===== src/rtl/core/owbm_pkg.sv =====
// Shared types, codes and constants of the one-wire bus master.
package owbm_pkg;

    localparam int COUNT_BITS   = 10;
    localparam int SETTLE_TICKS = 5;
    localparam int CFG_W        = 10;
    localparam int CFG_IDX_W    = 3;

    localparam logic [31:0] CMAX32 = (32'd1 << COUNT_BITS) - 32'd1;
    localparam logic [COUNT_BITS-1:0] CNT_MAX = CMAX32[COUNT_BITS-1:0];

    // Opcodes carried in tuser.
    localparam logic [2:0] OP_TICK  = 3'd0;
    localparam logic [2:0] OP_RESET = 3'd1;
    localparam logic [2:0] OP_WRITE = 3'd2;
    localparam logic [2:0] OP_RBYTE = 3'd3;
    localparam logic [2:0] OP_RBIT  = 3'd4;

    // Register indexes of the configuration channel.
    localparam logic [CFG_IDX_W-1:0] CFG_RESET_LOW  = 3'd0;
    localparam logic [CFG_IDX_W-1:0] CFG_PRES_SAMP  = 3'd1;
    localparam logic [CFG_IDX_W-1:0] CFG_RESET_FIN  = 3'd2;
    localparam logic [CFG_IDX_W-1:0] CFG_SHORT_LOW  = 3'd3;
    localparam logic [CFG_IDX_W-1:0] CFG_LONG_LOW   = 3'd4;
    localparam logic [CFG_IDX_W-1:0] CFG_READ_SAMP  = 3'd5;
    localparam logic [CFG_IDX_W-1:0] CFG_SLOT       = 3'd6;
    localparam logic [CFG_IDX_W-1:0] CFG_SPU_EN     = 3'd7;

    localparam logic [CFG_W-1:0] DEF_RESET_LOW = 10'd480;
    localparam logic [CFG_W-1:0] DEF_PRES_SAMP = 10'd70;
    localparam logic [CFG_W-1:0] DEF_RESET_FIN = 10'd410;
    localparam logic [CFG_W-1:0] DEF_SHORT_LOW = 10'd6;
    localparam logic [CFG_W-1:0] DEF_LONG_LOW  = 10'd60;
    localparam logic [CFG_W-1:0] DEF_READ_SAMP = 10'd15;
    localparam logic [CFG_W-1:0] DEF_SLOT      = 10'd70;

    // Status codes.
    localparam logic [1:0] ST_OK       = 2'd0;
    localparam logic [1:0] ST_NO_PRES  = 2'd1;
    localparam logic [1:0] ST_STUCK    = 2'd2;
    localparam logic [1:0] ST_BUSY     = 2'd3;

    localparam logic [7:0] CRC_POLY = 8'h8c;

    typedef enum logic [1:0] {
        KIND_TICK = 2'd0,
        KIND_CMD  = 2'd1,
        KIND_NOP  = 2'd2
    } t_kind;

    typedef struct packed {
        t_kind      kind;
        logic [2:0] opcode;
        logic [7:0] data_byte;
        logic       pull_after;
        logic       line_level;
    } t_item;

    typedef struct packed {
        logic [7:0] crc_value;
        logic [1:0] status_code;
        logic [7:0] read_value;
        logic       done_res;
        logic       busy_res;
        logic       drive_high;
        logic       drive_low;
    } t_result;

    // Timing registers: zero counts as one, values above the counter clamp to its top.
    function automatic logic [COUNT_BITS-1:0] eff_ticks(input logic [31:0] v);
        logic [31:0] w;
        w = v;
        if (w == 32'd0) w = 32'd1;
        if (w > CMAX32) w = CMAX32;
        return w[COUNT_BITS-1:0];
    endfunction

    localparam logic [COUNT_BITS-1:0] SETTLE_EFF = eff_ticks(32'(SETTLE_TICKS));

endpackage


===== src/rtl/core/owbm_front.sv =====
// Front end: accepts stream items, classifies them and queues them for the sequencer.
module owbm_front import owbm_pkg::*; (
    input  logic        i_clk,
    input  logic        i_rst_n,
    input  logic        i_valid,
    output logic        o_ready,
    input  logic [2:0]  i_opcode,
    input  logic [7:0]  i_data_byte,
    input  logic        i_pull_after,
    input  logic        i_line_level,
    output logic        o_valid,
    input  logic        i_pop,
    output t_item       o_item
);

    t_item      r_mem [2];
    logic       r_wr_ptr;
    logic       r_rd_ptr;
    logic [1:0] r_count;
    t_item      w_item;
    logic       w_push;
    logic       w_pop;

    always_comb begin
        w_item.opcode     = i_opcode;
        w_item.data_byte  = i_data_byte;
        w_item.pull_after = i_pull_after;
        w_item.line_level = i_line_level;
        unique case (i_opcode) inside
            OP_TICK:                             w_item.kind = KIND_TICK;
            OP_RESET, OP_WRITE, OP_RBYTE, OP_RBIT: w_item.kind = KIND_CMD;
            default:                             w_item.kind = KIND_NOP;
        endcase
    end

    assign o_ready = (r_count != 2'd2);
    assign o_valid = (r_count != 2'd0);
    assign o_item  = r_mem[r_rd_ptr];
    assign w_push  = i_valid && o_ready;
    assign w_pop   = i_pop && o_valid;

    always_ff @(posedge i_clk) begin
        if (!i_rst_n) begin
            r_wr_ptr <= 1'b0;
            r_rd_ptr <= 1'b0;
            r_count  <= 2'd0;
        end else begin
            if (w_push) r_wr_ptr <= ~r_wr_ptr;
            if (w_pop)  r_rd_ptr <= ~r_rd_ptr;
            r_count <= r_count + {1'b0, w_push} - {1'b0, w_pop};
        end
    end

    always_ff @(posedge i_clk) begin
        if (w_push) r_mem[r_wr_ptr] <= w_item;
    end

endmodule


===== src/rtl/core/owbm_back.sv =====
// Back end: bus sequencer, configuration registers, CRC and result register.
module owbm_back import owbm_pkg::*; (
    input  logic                 i_clk,
    input  logic                 i_rst_n,
    input  logic                 i_cfg_valid,
    input  logic [CFG_IDX_W-1:0] i_cfg_index,
    input  logic [CFG_W-1:0]     i_cfg_data,
    input  logic                 i_valid,
    output logic                 o_pop,
    input  t_item                i_item,
    output logic                 o_valid,
    input  logic                 i_ready,
    output t_result              o_result
);

    typedef enum logic [5:0] {
        PH_IDLE   = 6'b000001,
        PH_SETTLE = 6'b000010,
        PH_RLOW   = 6'b000100,
        PH_RWAIT  = 6'b001000,
        PH_RFIN   = 6'b010000,
        PH_SLOT   = 6'b100000
    } t_phase;

    t_phase                r_phase, n_phase;
    logic [2:0]            r_cmd, n_cmd;
    logic [COUNT_BITS-1:0] r_tick, n_tick;
    logic [3:0]            r_bit, n_bit;
    logic [7:0]            r_shift, n_shift;
    logic                  r_presence, n_presence;
    logic [7:0]            r_crc, n_crc;
    logic                  r_pull_pend, n_pull_pend;
    logic                  r_high_drive, n_high_drive;
    logic [1:0]            r_last_status, n_last_status;
    logic [7:0]            r_read_hold, n_read_hold;

    logic [COUNT_BITS-1:0] r_reset_low, r_pres_samp, r_reset_fin;
    logic [COUNT_BITS-1:0] r_short_low, r_long_low, r_read_samp, r_slot;
    logic                  r_spu_en;

    logic                  r_out_valid;
    t_result               r_out;
    t_result               w_res;
    logic                  w_take;

    logic [COUNT_BITS-1:0] w_t;
    logic [COUNT_BITS-1:0] w_samp;
    logic [COUNT_BITS-1:0] w_low;
    logic [3:0]            w_nbits;
    logic                  w_finish;
    logic [1:0]            w_fin_status;
    logic                  w_reject;

    function automatic logic [7:0] crc8(input logic [7:0] crc_in, input logic [7:0] data_in);
        logic [7:0] c;
        logic [7:0] d;
        logic       mix;
        c = crc_in;
        d = data_in;
        for (int i = 0; i < 8; i++) begin
            mix = c[0] ^ d[0];
            c   = c >> 1;
            if (mix) c = c ^ CRC_POLY;
            d   = d >> 1;
        end
        return c;
    endfunction

    assign o_pop  = !r_out_valid || i_ready;
    assign w_take = i_valid && o_pop;

    // The read sample point never lies past the end of the slot.
    assign w_samp  = (r_read_samp > r_slot) ? r_slot : r_read_samp;
    assign w_nbits = (r_cmd == OP_RBIT) ? 4'd1 : 4'd8;
    assign w_t     = (r_tick == CNT_MAX) ? r_tick : r_tick + 1'b1;

    always_comb begin
        n_phase       = r_phase;
        n_cmd         = r_cmd;
        n_tick        = r_tick;
        n_bit         = r_bit;
        n_shift       = r_shift;
        n_presence    = r_presence;
        n_crc         = r_crc;
        n_pull_pend   = r_pull_pend;
        n_high_drive  = r_high_drive;
        n_last_status = r_last_status;
        n_read_hold   = r_read_hold;
        w_finish      = 1'b0;
        w_fin_status  = ST_OK;
        w_reject      = 1'b0;

        if (w_take) begin
            unique case (i_item.kind)
                KIND_TICK: begin
                    if (r_phase != PH_IDLE) begin
                        n_tick = w_t;
                        unique case (r_phase)
                            PH_SETTLE: begin
                                if (w_t >= SETTLE_EFF) begin
                                    if (!i_item.line_level) begin
                                        w_finish     = 1'b1;
                                        w_fin_status = ST_STUCK;
                                    end else begin
                                        n_phase = PH_RLOW;
                                        n_tick  = '0;
                                    end
                                end
                            end
                            PH_RLOW: begin
                                if (w_t >= r_reset_low) begin
                                    n_phase = PH_RWAIT;
                                    n_tick  = '0;
                                end
                            end
                            PH_RWAIT: begin
                                if (w_t >= r_pres_samp) begin
                                    n_presence = !i_item.line_level;
                                    n_phase    = PH_RFIN;
                                    n_tick     = '0;
                                end
                            end
                            PH_RFIN: begin
                                if (w_t >= r_reset_fin) begin
                                    w_finish = 1'b1;
                                    if (!r_presence)             w_fin_status = ST_NO_PRES;
                                    else if (!i_item.line_level) w_fin_status = ST_STUCK;
                                    else                         w_fin_status = ST_OK;
                                end
                            end
                            PH_SLOT: begin
                                if (r_cmd != OP_WRITE && w_t == w_samp) begin
                                    if (r_cmd == OP_RBYTE)
                                        n_shift = {i_item.line_level, r_shift[7:1]};
                                    else
                                        n_shift = {7'd0, i_item.line_level};
                                end
                                if (w_t >= r_slot) begin
                                    n_bit = r_bit + 4'd1;
                                    if (n_bit >= w_nbits) begin
                                        w_finish     = 1'b1;
                                        w_fin_status = ST_OK;
                                    end else begin
                                        n_tick = '0;
                                    end
                                end
                            end
                            default: ;
                        endcase
                    end
                end
                KIND_CMD: begin
                    if (r_phase != PH_IDLE) begin
                        w_reject = 1'b1;
                    end else begin
                        n_cmd         = i_item.opcode;
                        n_tick        = '0;
                        n_bit         = 4'd0;
                        n_shift       = 8'd0;
                        n_high_drive  = 1'b0;
                        n_pull_pend   = 1'b0;
                        n_last_status = ST_OK;
                        if (i_item.opcode == OP_RESET) begin
                            n_crc      = 8'd0;
                            n_presence = 1'b0;
                            n_phase    = PH_SETTLE;
                        end else begin
                            if (i_item.opcode == OP_WRITE) begin
                                n_shift     = i_item.data_byte;
                                n_pull_pend = i_item.pull_after & r_spu_en;
                            end
                            n_phase = PH_SLOT;
                        end
                    end
                end
                default: ;
            endcase
        end

        if (w_finish) begin
            if (r_cmd == OP_WRITE) begin
                n_high_drive = r_pull_pend;
                n_pull_pend  = 1'b0;
            end else if (r_cmd == OP_RBYTE) begin
                n_read_hold = n_shift;
                n_crc       = crc8(r_crc, n_shift);
            end else if (r_cmd == OP_RBIT) begin
                n_read_hold = {7'd0, n_shift[0]};
            end
            n_last_status = w_fin_status;
            n_phase       = PH_IDLE;
            n_tick        = '0;
        end
    end

    // Low time of the current slot: a zero bit of a write takes the long pulse.
    assign w_low = (n_cmd == OP_WRITE && !n_shift[n_bit[2:0]]) ? r_long_low : r_short_low;

    always_comb begin
        w_res.drive_low   = (n_phase == PH_RLOW) || (n_phase == PH_SLOT && n_tick < w_low);
        w_res.drive_high  = (n_phase == PH_IDLE) && n_high_drive && r_spu_en;
        w_res.busy_res    = (n_phase != PH_IDLE);
        w_res.done_res    = w_finish;
        w_res.read_value  = n_read_hold;
        w_res.status_code = w_reject ? ST_BUSY : n_last_status;
        w_res.crc_value   = n_crc;
    end

    always_ff @(posedge i_clk) begin
        if (!i_rst_n) begin
            r_phase       <= PH_IDLE;
            r_cmd         <= 3'd0;
            r_tick        <= '0;
            r_bit         <= 4'd0;
            r_shift       <= 8'd0;
            r_presence    <= 1'b0;
            r_crc         <= 8'd0;
            r_pull_pend   <= 1'b0;
            r_high_drive  <= 1'b0;
            r_last_status <= ST_OK;
            r_read_hold   <= 8'd0;
            r_out_valid   <= 1'b0;
        end else begin
            r_phase       <= n_phase;
            r_cmd         <= n_cmd;
            r_tick        <= n_tick;
            r_bit         <= n_bit;
            r_shift       <= n_shift;
            r_presence    <= n_presence;
            r_crc         <= n_crc;
            r_pull_pend   <= n_pull_pend;
            r_high_drive  <= n_high_drive;
            r_last_status <= n_last_status;
            r_read_hold   <= n_read_hold;
            if (w_take)       r_out_valid <= 1'b1;
            else if (i_ready) r_out_valid <= 1'b0;
        end
    end

    always_ff @(posedge i_clk) begin
        if (w_take) r_out <= w_res;
    end

    // Timing registers are kept in their effective form.
    always_ff @(posedge i_clk) begin
        if (!i_rst_n) begin
            r_reset_low <= eff_ticks(32'(DEF_RESET_LOW));
            r_pres_samp <= eff_ticks(32'(DEF_PRES_SAMP));
            r_reset_fin <= eff_ticks(32'(DEF_RESET_FIN));
            r_short_low <= eff_ticks(32'(DEF_SHORT_LOW));
            r_long_low  <= eff_ticks(32'(DEF_LONG_LOW));
            r_read_samp <= eff_ticks(32'(DEF_READ_SAMP));
            r_slot      <= eff_ticks(32'(DEF_SLOT));
            r_spu_en    <= 1'b0;
        end else if (i_cfg_valid) begin
            unique case (i_cfg_index)
                CFG_RESET_LOW: r_reset_low <= eff_ticks(32'(i_cfg_data));
                CFG_PRES_SAMP: r_pres_samp <= eff_ticks(32'(i_cfg_data));
                CFG_RESET_FIN: r_reset_fin <= eff_ticks(32'(i_cfg_data));
                CFG_SHORT_LOW: r_short_low <= eff_ticks(32'(i_cfg_data));
                CFG_LONG_LOW:  r_long_low  <= eff_ticks(32'(i_cfg_data));
                CFG_READ_SAMP: r_read_samp <= eff_ticks(32'(i_cfg_data));
                CFG_SLOT:      r_slot      <= eff_ticks(32'(i_cfg_data));
                CFG_SPU_EN:    r_spu_en    <= i_cfg_data[0];
                default: ;
            endcase
        end
    end

    assign o_valid  = r_out_valid;
    assign o_result = r_out;

endmodule


===== src/rtl/core/one_wire_bus_master.sv =====
// One-wire bus master: stream ports, front queue and bus sequencer.
//
// Every item on the input stream is either a one-microsecond tick (tuser opcode zero,
// tdata[9] carrying the sampled line level) or a command: reset with presence detect,
// write byte (tdata[7:0], tdata[8] asks for a strong pull-up afterwards), read byte
// or read bit. Each item yields exactly one result transaction on the output stream
// showing the line drive, busy and done flags, last read value, status and CRC-8.
// A command arriving while another one runs is answered with status 3 and dropped.
// The front end classifies items into a two-entry queue; the sequencer takes one
// item per cycle from it into the output register unless the receiver stalls, so
// throughput is one item per clock; each item is registered in the queue and then
// in the result register before output valid rises. When the receiver stalls, the
// result register holds, the queue fills and s_axis_tready falls after two more items.
// Configuration writes are always taken (o_cfg_ready high) and must only be issued
// while no command runs and no result is outstanding.
// Synchronous active-low reset empties the queue and result register, returns the
// sequencer to idle, clears CRC, status and read value, and loads default timing.
module one_wire_bus_master import owbm_pkg::*; (
    input  logic                 i_clk,
    input  logic                 i_rst_n,
    input  logic                 s_axis_tvalid,
    output logic                 s_axis_tready,
    input  logic [15:0]          s_axis_tdata,  // data_byte[7:0], pull_after[8], line_level[9]
    input  logic [2:0]           s_axis_tuser,  // opcode[2:0]
    output logic                 m_axis_tvalid,
    input  logic                 m_axis_tready,
    // drive_low[0], drive_high[1], busy_res[2], done_res[3], read_value[11:4],
    // status_code[13:12], crc_value[21:14]
    output logic [23:0]          m_axis_tdata,
    input  logic                 i_cfg_valid,
    output logic                 o_cfg_ready,
    input  logic [CFG_IDX_W-1:0] i_cfg_index,
    input  logic [CFG_W-1:0]     i_cfg_data
);

    logic    w_q_valid;
    logic    w_pop;
    t_item   w_item;
    t_result w_res;

    owbm_front u_front (
        .i_clk        (i_clk),
        .i_rst_n      (i_rst_n),
        .i_valid      (s_axis_tvalid),
        .o_ready      (s_axis_tready),
        .i_opcode     (s_axis_tuser),
        .i_data_byte  (s_axis_tdata[7:0]),
        .i_pull_after (s_axis_tdata[8]),
        .i_line_level (s_axis_tdata[9]),
        .o_valid      (w_q_valid),
        .i_pop        (w_pop),
        .o_item       (w_item)
    );

    owbm_back u_back (
        .i_clk       (i_clk),
        .i_rst_n     (i_rst_n),
        .i_cfg_valid (i_cfg_valid),
        .i_cfg_index (i_cfg_index),
        .i_cfg_data  (i_cfg_data),
        .i_valid     (w_q_valid),
        .o_pop       (w_pop),
        .i_item      (w_item),
        .o_valid     (m_axis_tvalid),
        .i_ready     (m_axis_tready),
        .o_result    (w_res)
    );

    assign o_cfg_ready  = 1'b1;
    assign m_axis_tdata = {2'b00, w_res.crc_value, w_res.status_code, w_res.read_value,
                           w_res.done_res, w_res.busy_res, w_res.drive_high,
                           w_res.drive_low};

endmodule


===== config.mk =====
export PLATFORM = sky130hd
export DESIGN_NAME = one_wire_bus_master
export DESIGN_NICKNAME = d
export VERILOG_FILES = /design/src/rtl/core/owbm_pkg.sv /design/src/rtl/core/owbm_front.sv /design/src/rtl/core/owbm_back.sv /design/src/rtl/core/one_wire_bus_master.sv
export SDC_FILE = /design/constraint.sdc
export NUM_CORES = 1
export LEC_CHECK = 0
export BUFFER_PORTS_ARGS = -buffer_cell sky130_fd_sc_hd__buf_4
export CAP_MARGIN = 20
export CORE_ASPECT_RATIO = 1.1
export CORE_MARGIN = 5
export CORE_UTILIZATION = 45
export DETAILED_ROUTE_END_ITERATION = 12
export HOLD_SLACK_MARGIN = 0.12
export PLACE_DENSITY = 0.59
export RECOVER_POWER = 50
export SYNTH_ARGS = -nofsm -noshare
export SYNTH_HDL_FRONTEND = slang
export SYNTH_HIERARCHICAL = 1
export SYNTH_SLANG_ARGS = --single-unit

===== constraint.sdc =====
create_clock -name i_clk -period 20.2 [get_ports i_clk]
set_input_delay 4.04 -clock i_clk [delete_from_list [all_inputs] [get_ports i_clk]]
set_output_delay 4.04 -clock i_clk [all_outputs]
set_load 0.02 [all_outputs]

=== Word level (Yosys, flattened, before mapping) ===
Memory sizes are Yosys's and may differ from the RTL's. A register that Yosys moved wholly into a read port is not among the register bits.
Cells that the tools add are included.

* Bits in registers: 150
* Bits in latches: 0
* Memory bits (writable): 30
* ROM bits: 0
* Bits of input ports: 37
* Output and inout port bits: 27
* Word-level logic and storage cells: 305
* Memories: 1

{| class="wikitable"
|+ Memory list
! name !! words !! bits a word !! rd ports !! clocked after Yosys merged registers in !! write ports !! RTL line !! text
|-
| u_front.r_mem || 2 || 15 || 1 || 1 || 1 || owbm_front.sv:16 || <nowiki>t_item r_mem [2];</nowiki>
|}

* Add/subtract/negate cells: 4
* Multipliers: 0
* Divide/modulo/power cells: 0
* Magnitude comparators: 16
* Equality and inequality tests: 39
* Shift-type cells: 0
* Multiplexer cells: 165
* Bitwise gates (word level): 19
* Reductions and logical operators: 30

{| class="wikitable"
|+ Operators by type and width
! kind !! number
|-
| 2-to-1 mux 32 bit || 21
|-
| 2-to-1 mux 8 bit || 48
|-
| greater-than comparator 32 x 10 -> 1 bit (second input constant) || 7
|-
| 2-to-1 mux 10 bit || 21
|-
| 2-to-1 mux 6 bit || 9
|-
| >= comparator 10 bit || 4
|-
| case mux 10 bit (4 select lines) || 1
|-
| 2-to-1 mux 1 bit || 35
|-
| equality test 3 x 2 -> 1 bit (second input constant) || 8
|-
| NOT 2 -> 3 bit || 8
|-
| 2-to-1 mux 2 bit || 11
|-
| 2-to-1 mux 4 bit || 5
|-
| case mux 10 bit (2 select lines) || 1
|-
| equality test 3 bit (second input constant) || 6
|-
| case mux 6 bit (3 select lines) || 1
|-
| case mux 8 bit (2 select lines) || 1
|-
| AND reduction 2 bit || 8
|-
| equality test 6 x 3 -> 1 bit (second input constant) || 2
|-
| equality test 6 bit (second input constant) || 2
|-
| 2-to-1 mux 3 bit || 4
|-
| != test 6 x 1 -> 1 bit (second input constant) || 2
|-
| case mux 6 bit (2 select lines) || 1
|-
| adder 10 x 1 -> 10 bit (second input constant) || 1
|-
| equality test 10 bit || 1
|-
| 36 further kinds || 65
|}

=== Depth between registers and ports, before layout ===
Gate-level depths: netlist of run 1.

* Depth after elaboration: 49
* Gate-level depth with buffers: 34
* Depth with buffers taken out: 33

=== Modules after synthesis ===
Netlist of run 1, hierarchy kept.

{| class="wikitable"
|+ By module, submodules not included
! module !! instances !! cells each !! area an instance (µm²) !! seq. area each (µm²)
|-
| owbm_back || 1 || 1123 || 9133.8 || 3143.0
|-
| owbm_front || 1 || 79 || 1365.1 || 1001.0
|-
| one_wire_bus_master || 1 || 5 || 30.0 || 0.0
|}

=== Worst setup path after synthesis of run 1 ===
Ideal clock, no wire load.

* Path kind: input to register
* Start: input port m_axis_tready
* End: register u_back.r_out, in the netlist u_back/o_result[0] (data pin)
* Setup time: 0.158 ns
* Arrival: 9.281 ns
* Data required time: 20.042 ns
* Setup slack: 10.761 ns
* Stages: 30
* Path buffers: 2
* Path through: nand2b_1 > nand2_1 > clkinv_1 > nand2b_1 > clkbuf_1 > nor2_1 > nor2_1 > a22o_1 > a21oi_1 > and2_1 > or4_1 > o21ai_0 > a311o_1 > o21a_1 > buf_2 > mux2i_1 > ha_1 > a21oi_1 > nor2b_1 > o21ai_0 > nand2b_1 > a21oi_1 > nor2b_1 > o21ai_0 > nand2b_1 > a211oi_1 > mux2i_1 > nor3b_1 > nand3b_1 > o211ai_1

{| class="wikitable"
|+ RTL lines
! item !! RTL line !! text
|-
| from (decl) || one_wire_bus_master.sv:26 || <nowiki>input logic m_axis_tready,</nowiki>
|-
| to (signal assigned) || owbm_back.sv:241 || <nowiki>if (w_take) r_out <= w_res;</nowiki>
|-
| to (decl) || owbm_back.sv:42 || <nowiki>t_result r_out;</nowiki>
|}

==> summary.txt, run 1 <==
Run status
  • Status: finished with violations
  • Failing checks: capacitance limit, slew limit

Detailed routing
  • M1 WL: between 10000 and 15000 um
  • Initial DRC Count: approximately 570
  • DR WL/cell: 18.4 um
  • DRT antenna net count: 0
  • Met3 Routed Length: just under 1000 um
  • Number of detailed-route iterations in the first pass: 5
  • # DRC: 0
  • Met2 WL: 13700 um
  • Highest metal used: met4
  • Via density: approximately 5.7
  • WL final: roughly 28000 um
  • Vias: around 8800

Synthesis
  • Mapped cell area: around 11000 um2
  • Largest cells by area after synthesis: dfxtp_1 25%, edfxtp_1 15%, ha_1 7.6%, nand2_1 6.4%, a21oi_1 3.6%
  • Mean area per synthesized cell: roughly 8.7 um2
  • Flops & latches, synth: between 150 and 200
  • Most common cell in the netlist: nand2_1
  • Yosys Warn Count: 6
  • Top_reg_cell synth: dfxtp_1
  • Syn Inst Count: 1207
  • EDFF count, synth: 52
  • Top-area cell type share of the netlist area: 24.5%
  • Post-synth ARST share: 0%
  • Sequential share of the synthesized area: about 40%
  • Synth area leader: dfxtp_1
  • Cell variety after synth: between 80 and 90
  • Commonest cells post-synth: 180 x nand2_1, 129 x dfxtp_1, 89 x nor2_1, 75 x a21oi_1, 64 x ha_1

Layout
  • Ant diodes: 0
  • Share of cells above drive strength 1: 9.12%
  • Register with the most flip-flops: u_front/r_mem
  • Largest register FFs: 30
  • Area growth, synth to finish: 9.79%
  • # nets final: between 1000 and 1500

Setup path
  • Worst-path fanout max: 29
  • Critical Path AT: 11190 ps
  • WS Path Type: in2reg
  • Crit path max-delay family: compound AO/OA/AOI/OAI gates
  • Crit. End Element: flop
  • Crit path buf inv count: 3
  • CP required: between 20000 and 25000 ps
  • Startpoint Class: input port
  • Slowest stage cell, crit path: clkbuf_1
  • CP max stage delay: 1220 ps

STA
  • Fin crit period: about 11000 ps
  • Fin worst setup slack: 9290 ps
  • Slew Viols, Final: 86
  • Worst-Margin Slew: approximately 2700 ps
  • Setup TNS: 0 ps
  • Tcrit/Tclk final: around 54%
  • RSZ-0062 raised after global routing: no
  • Fin. Hold Viols: 0
  • Slew margin rel.: -81.2%
  • Fmax: 0.0916 GHz
  • # setup viols final: 0
  • Setup Skew: between 10 and 15 ps

Run
  • Max_cap viols: 2

Clock tree
  • CTS Root Cell: clkbuf_16
  • Hold_buf cts: 0
  • CTS Buf Count: 17
  • Clock-pin slew on the worst setup and hold paths: about 80 ps
  • Clock Latency Late Sink: 430 ps
  • TritonCTS clock tree: built
  • # clock sinks: about 180
  • H-tree depth: 4
  • Clock Path Buffers: 2
  • Post-CTS Resized: 0
  • Postcts setup bufs: 0

Placement
  • Place WS: approximately 10000 ps
  • Hpwl dp: slightly above 20000 um
  • Placer Congestion: 0.880
  • Port Buffers: 54

Power and ir drop
  • Clk pwr share: 32.4%
  • Pwr/cell area: around 86 nW/um2
  • Lkg Pwr: between 4 and 5 nW
  • Internal Power: approximately 660 uW
  • Max IR drop VDD: 0.0000528 V
  • Sw Ratio: roughly a third
  • Seq pwr share: between 40% and 50%
  • Sw Pwr: roughly 340 uW
  • Logic pwr share: 23.7%

Floorplan
  • Die area: between 20000 and 30000 um2
  • Die width: ~160 um
  • Core area: between 20000 and 25000 um2
  • FP Rows: just under 60
  • IO Pins: 64
  • Chip height: between 150 and 200 um
  • Initial Util: between 40 and 50%

GRT
  • First-pass GRT wire length: between 40000 and 50000 um
  • Grt ovf: 0
  • Initial antenna violation count: 0
  • Vias in the first global route: 8397
  • Pin count of the biggest net entering global routing: 56
  • Tot GR Track Use: 21.5%

Hold path
  • HP Class: reg2reg
-- metrics by stage --
step                area [um2]  utilization (%)  hold WS (ps)  power [mW]  std cells
detailed placement       11100             48.3           446       0.693       1506
CTS                      11600             50.8           458        1.02       1538
finish                   11600             50.4           457       0.998       1539
floorplan                10500                -           436       0.610       1208
global route             11600             50.4           474        1.05       1539
global placement         11100             48.3           443       0.691       1506
-- worst reg2reg max path, delay by kind of cell, from the launching register on --
family	cells	cell delay (ps)
AND/OR/NAND/NOR	10	2390
adder cells (fa/ha/maj)	3	870
multiplexers	2	360
AO/OA/AOI/OAI	17	3720
buffers and inverters	1	240
flip-flops	1	450
-- path summary, 6_finish.rpt --
check        slack (ps)  cells past startpoint            startpoint                    to
min reg2reg         460                      2  u_back/r_long_low[6]  u_back/r_long_low[6]
min                 460                      2  u_back/r_long_low[6]  u_back/r_long_low[6]
max                9290                     29         m_axis_tready    u_back/o_result[0]
max reg2reg       12000                     33      u_back/r_tick[0]    u_back/o_result[0]
-- layout by cell type, fill, tap and decap left out, drive strengths merged, types with 27 or more instances in the layout --
| master | netlist | layout |
|---|---|---|
| a21oi | 75 | 75 |
| clkbuf | 36 | 49 |
| nor3 | 28 | 28 |
| o211ai | 27 | 27 |
| inv | 55 | 62 |
| and2 | 32 | 32 |
| buf | 29 | 33 |
| dfxtp | 129 | 129 |
| edfxtp | 52 | 52 |
| ha | 64 | 64 |
| nor2 | 91 | 91 |
| nand3 | 46 | 46 |
| a21o | 27 | 27 |
| o21ai | 47 | 47 |
| nand2 | 180 | 180 |
-- routing by layer --
metal,vias to the layer above,global-route usage [%]
met5,-,0
met4,0,7.23
met3,46,2.54
met2,201,36.8
met1,4182,28.3
li1,4397,-
-- logic make-up (layout without fill, tap and decap cells) --
group                    Yosys count  in the layout  synth area share, %
AO/OA/AOI/OAI                    295            295                 19.2
XOR/XNOR                          22             22                 2.63
adder cells (fa/ha/maj)           64             64                 7.61
buffers and inverters            121            152                 5.03
flip-flops                       181            181                 39.4
multiplexers                      36             36                 3.62
other                              2              3               0.0713
AND/OR/NAND/NOR                  486            486                 22.5
-- area by class of cell --
type,count,area (um2)
clock inverter,14,138
clock buffer,18,429
inverter,56,210
tap,300,375
sequential,181,4140
fill,2313,11400
multi-input combinational,906,5880
timing repair buffer,64,387
-- power groups by stage --
stage               sequential (mW)  combinational, mW  clock (mW)
floorplan                     0.460              0.149           0
global placement              0.446              0.245           0
detailed placement            0.447              0.246           0
CTS                           0.438              0.247       0.331
global route                  0.443              0.258       0.346
finish                        0.438              0.236       0.324
(Power assumes the default switching activity.)
==> inputs of run 2 (changes only) <==
--- a/config.mk
+++ b/config.mk
@@ -12,7 +12,7 @@
 export CORE_UTILIZATION = 45
 export DETAILED_ROUTE_END_ITERATION = 12
 export HOLD_SLACK_MARGIN = 0.12
-export PLACE_DENSITY = 0.59
+export PLACE_DENSITY = 0.61
 export RECOVER_POWER = 50
 export SYNTH_ARGS = -nofsm -noshare
 export SYNTH_HDL_FRONTEND = slang
==> constraint.sdc (replaced) <==
create_clock -name i_clk -period 8.74 [get_ports i_clk]
set_input_delay 1.748 -clock i_clk [delete_from_list [all_inputs] [get_ports i_clk]]
set_output_delay 1.748 -clock i_clk [all_outputs]
set_load 0.02 [all_outputs]
==> run 2 against run 1 <==
The run still ends with capacitance limit, slew limit left. Final cell count stayed put. Global-route usage about the same. Flip-flop and latch count stayed put. Worst setup slack worse by 8200 ps. Clock skew up 4.0 ps. Worst hold slack barely moved. Clock power rose by 130%. Design area hardly changed. Register-to-register slack got worse by 11000 ps. Sequential power rose by 130%. Sequential share of layout area is essentially flat. Core utilization about the same.
==> summary.txt, run 2 (synthesis results as in run 1) <==
GRT
  • Grt ovf: 0 (unchanged)
  • Vias in the first global route: 8331 (-0.79%)
  • First-pass GRT wire length: 45400 um (about the same)
  • Pin count of the biggest net entering global routing: 56 (unchanged)
  • Initial antenna violation count: 0 (unchanged)
  • Tot GR Track Use: 21.5% (+0.028 points)

Floorplan
  • Core area: 22900 um2 (unchanged)
  • Chip height: 170 um (unchanged)
  • FP Rows: 58 (unchanged)
  • Die width: 156 um (unchanged)
  • IO Pins: 64 (unchanged)
  • Initial Util: 45.9% (unchanged)
  • Die area: 26600 um2 (unchanged)

Run status
  • Failing checks: capacitance limit, slew limit
  • Status: finished with violations

STA
  • Slew Viols, Final: 56 (-35%)
  • Setup Skew: 15.0 ps (+4.02 ps)
  • Setup TNS: 0 ps (unchanged)
  • Fmax: approximately 0.13 GHz
  • Worst-Margin Slew: 2760 ps (+38.1 ps)
  • Worst Hold Slack: 457 ps (-0.487 ps)
  • Tcrit/Tclk final: 88.1%
  • Fin. Hold Viols: 0 (unchanged)
  • # setup viols final: 0 (unchanged)
  • Slew margin rel.: -83.8% (-2.5 points)
  • RSZ-0062 raised after global routing: no
  • Fin crit period: a little under 8000 ps

Setup path
  • WS Path Type: reg2reg
  • Critical Path AT: 7950 ps (-3240 ps)
  • Startpoint Class: flop
  • Worst Setup SP: u_back/r_tick[0]
  • Worst-path fanout max: 10 (-66%)
  • Slowest stage cell, crit path: nor4_1
  • End point of the critical path: u_back/o_result[0]
  • RR Endpoint: u_back/o_result[0]
  • CP required: 8990 ps (-11480 ps)
  • Crit. End Element: flop
  • R2r setup slk: 1040 ps (-10960 ps)
  • Worst reg2reg startpoint: u_back/r_tick[0]
  • Top cell by count, worst path: a21o_1
  • R2R depth: 34 (+3.0%)
  • CP max stage delay: 600 ps (-620 ps)

Layout
  • Register with the most flip-flops: u_front/r_mem
  • Ant diodes: 0 (unchanged)
  • Most frequent cells in the layout: 180 x nand2_1, 129 x dfxtp_1, 89 x nor2_1, 75 x a21oi_1, 64 x ha_1
  • Area growth, synth to finish: 9.80% (about the same)
  • Non-Filler Instances: 1539 (unchanged)
  • Fin util: 50.4% (about the same)
  • Share of cells above drive strength 1: 9.28% (+0.16 points)
  • Largest register FFs: 30 (unchanged)
  • Most common cell after layout, fill and taps aside: nand2_1
  • # nets final: 1327 (unchanged)

Clock tree
  • Postcts setup bufs: 0 (unchanged)
  • TritonCTS clock tree: built
  • CTS Buf Count: 17 (unchanged)
  • Clock Path Buffers: 2 (unchanged)
  • Clock Latency Late Sink: 440 ps (about the same)
  • CTS Root Cell: clkbuf_16
  • Clock-pin slew on the worst setup and hold paths: 70 ps (about the same)
  • Post-CTS Resized: 0 (unchanged)
  • H-tree depth: 4 (unchanged)
  • # clock sinks: 181 (unchanged)
  • Hold_buf cts: 0 (unchanged)

Detailed routing
  • DR WL/cell: 18.6 um (+1.2%)
  • # DRC: 0 (unchanged)
  • DRT antenna net count: 0 (unchanged)
  • Initial DRC Count: 633 (+10%)
  • Number of detailed-route iterations in the first pass: 6 (+1)
  • Via density: 5.81 (+1.3%)
  • WL final: 28700 um (+1.2%)
  • Vias: 8944 (+1.3%)

Placement
  • Placer Congestion: 0.871 (-0.97%)
  • Port Buffers: 54 (unchanged)
  • Placed Instances: 1506 (unchanged)
  • Hpwl dp: 20600 um (+0.13%)

Power and ir drop
  • Lkg Pwr: 4.65 nW (+0.15%)
  • Pwr/cell area: 200 nW/um2 (+130%)
  • Logic pwr share: 23.8% (about the same)
  • Sw Pwr: 787 uW (+130%)
  • Internal Power: 1.53 mW (+130%)
  • Power Total: 2.32 mW (+130%)
  • Clk pwr share: 32.5% (about the same)
  • Seq pwr share: 43.6% (-0.3 points)
  • Sw Ratio: 33.9% (+0.27 points)
  • Max IR drop VDD: 0.000129 V (+140%)

Hold path
  • HP Class: reg2reg
  • Hold path start: u_back/r_short_low[6]

Run
  • Max_cap viols: 1 (-1)
-- run 2: changes by cell type in the layout (fill, tap and decap cells not counted), moves of 2 or more --
cell,before,now
and2_0,1,3
and2_1,31,29
buf_4,33,35
clkbuf_1,26,24
clkinv_4,4,2
inv_6,2,6
inv_8,5,3
-- run 2: critical path, delay by kind of cell (launching register included) --
family	cells	cell delay, ps
adder cells (fa/ha/maj)	3	860
buffers and inverters	2	410
AO/OA/AOI/OAI	16	3030
flip-flops	1	450
multiplexers	2	360
AND/OR/NAND/NOR	11	2400
-- run 2: worst min path at each step --
stage,to,slack [ps],cells after the start
floorplan,u_back/r_long_low[1],440,2
global placement,u_back/r_short_low[6],440,2
detailed placement,u_back/r_reset_low[1],450,2
CTS,u_back/r_short_low[6],460,2
global route,u_back/r_reset_low[4],480,2
finish,u_back/r_short_low[6],460,2
-- run 2: cell type report --
cell class                 instances  area, um2
inverter                          56        210
sequential                       181       4140
clock buffer                      18        429
tap                              300        375
multi-input combinational        906       5880
clock inverter                    14        131
timing repair buffer              64        394
fill                            2280      11400
-- run 2: power groups by stage --
stage          logic [mW]  clock network (mW)  registers (mW)
3_5_place_dp        0.570                   0            1.03
6_report            0.552               0.754            1.01
5_1_grt             0.602               0.806            1.02
2_1_floorplan       0.345                   0            1.06
4_1_cts             0.572               0.770            1.01
3_3_place_gp        0.565                   0            1.03
-- run 2: stage by stage --
stage	instance area, um2	worst slack [ps]
floorplan	10500	1590
global placement	11100	1020
detailed placement	11100	1040
CTS	11600	1060
global route	11600	257
finish	11600	1040
-- run 2: routing by layer --
metal	vias to the layer above	wire, um	global-route usage [%]	part of all wire (%)
met5	-	0	0	0
met4	0	847	7.84	3.0
met3	51	1380	3.76	4.8
met2	229	13500	35.8	47
met1	4268	13000	28.1	45
li1	4396	-	-	-
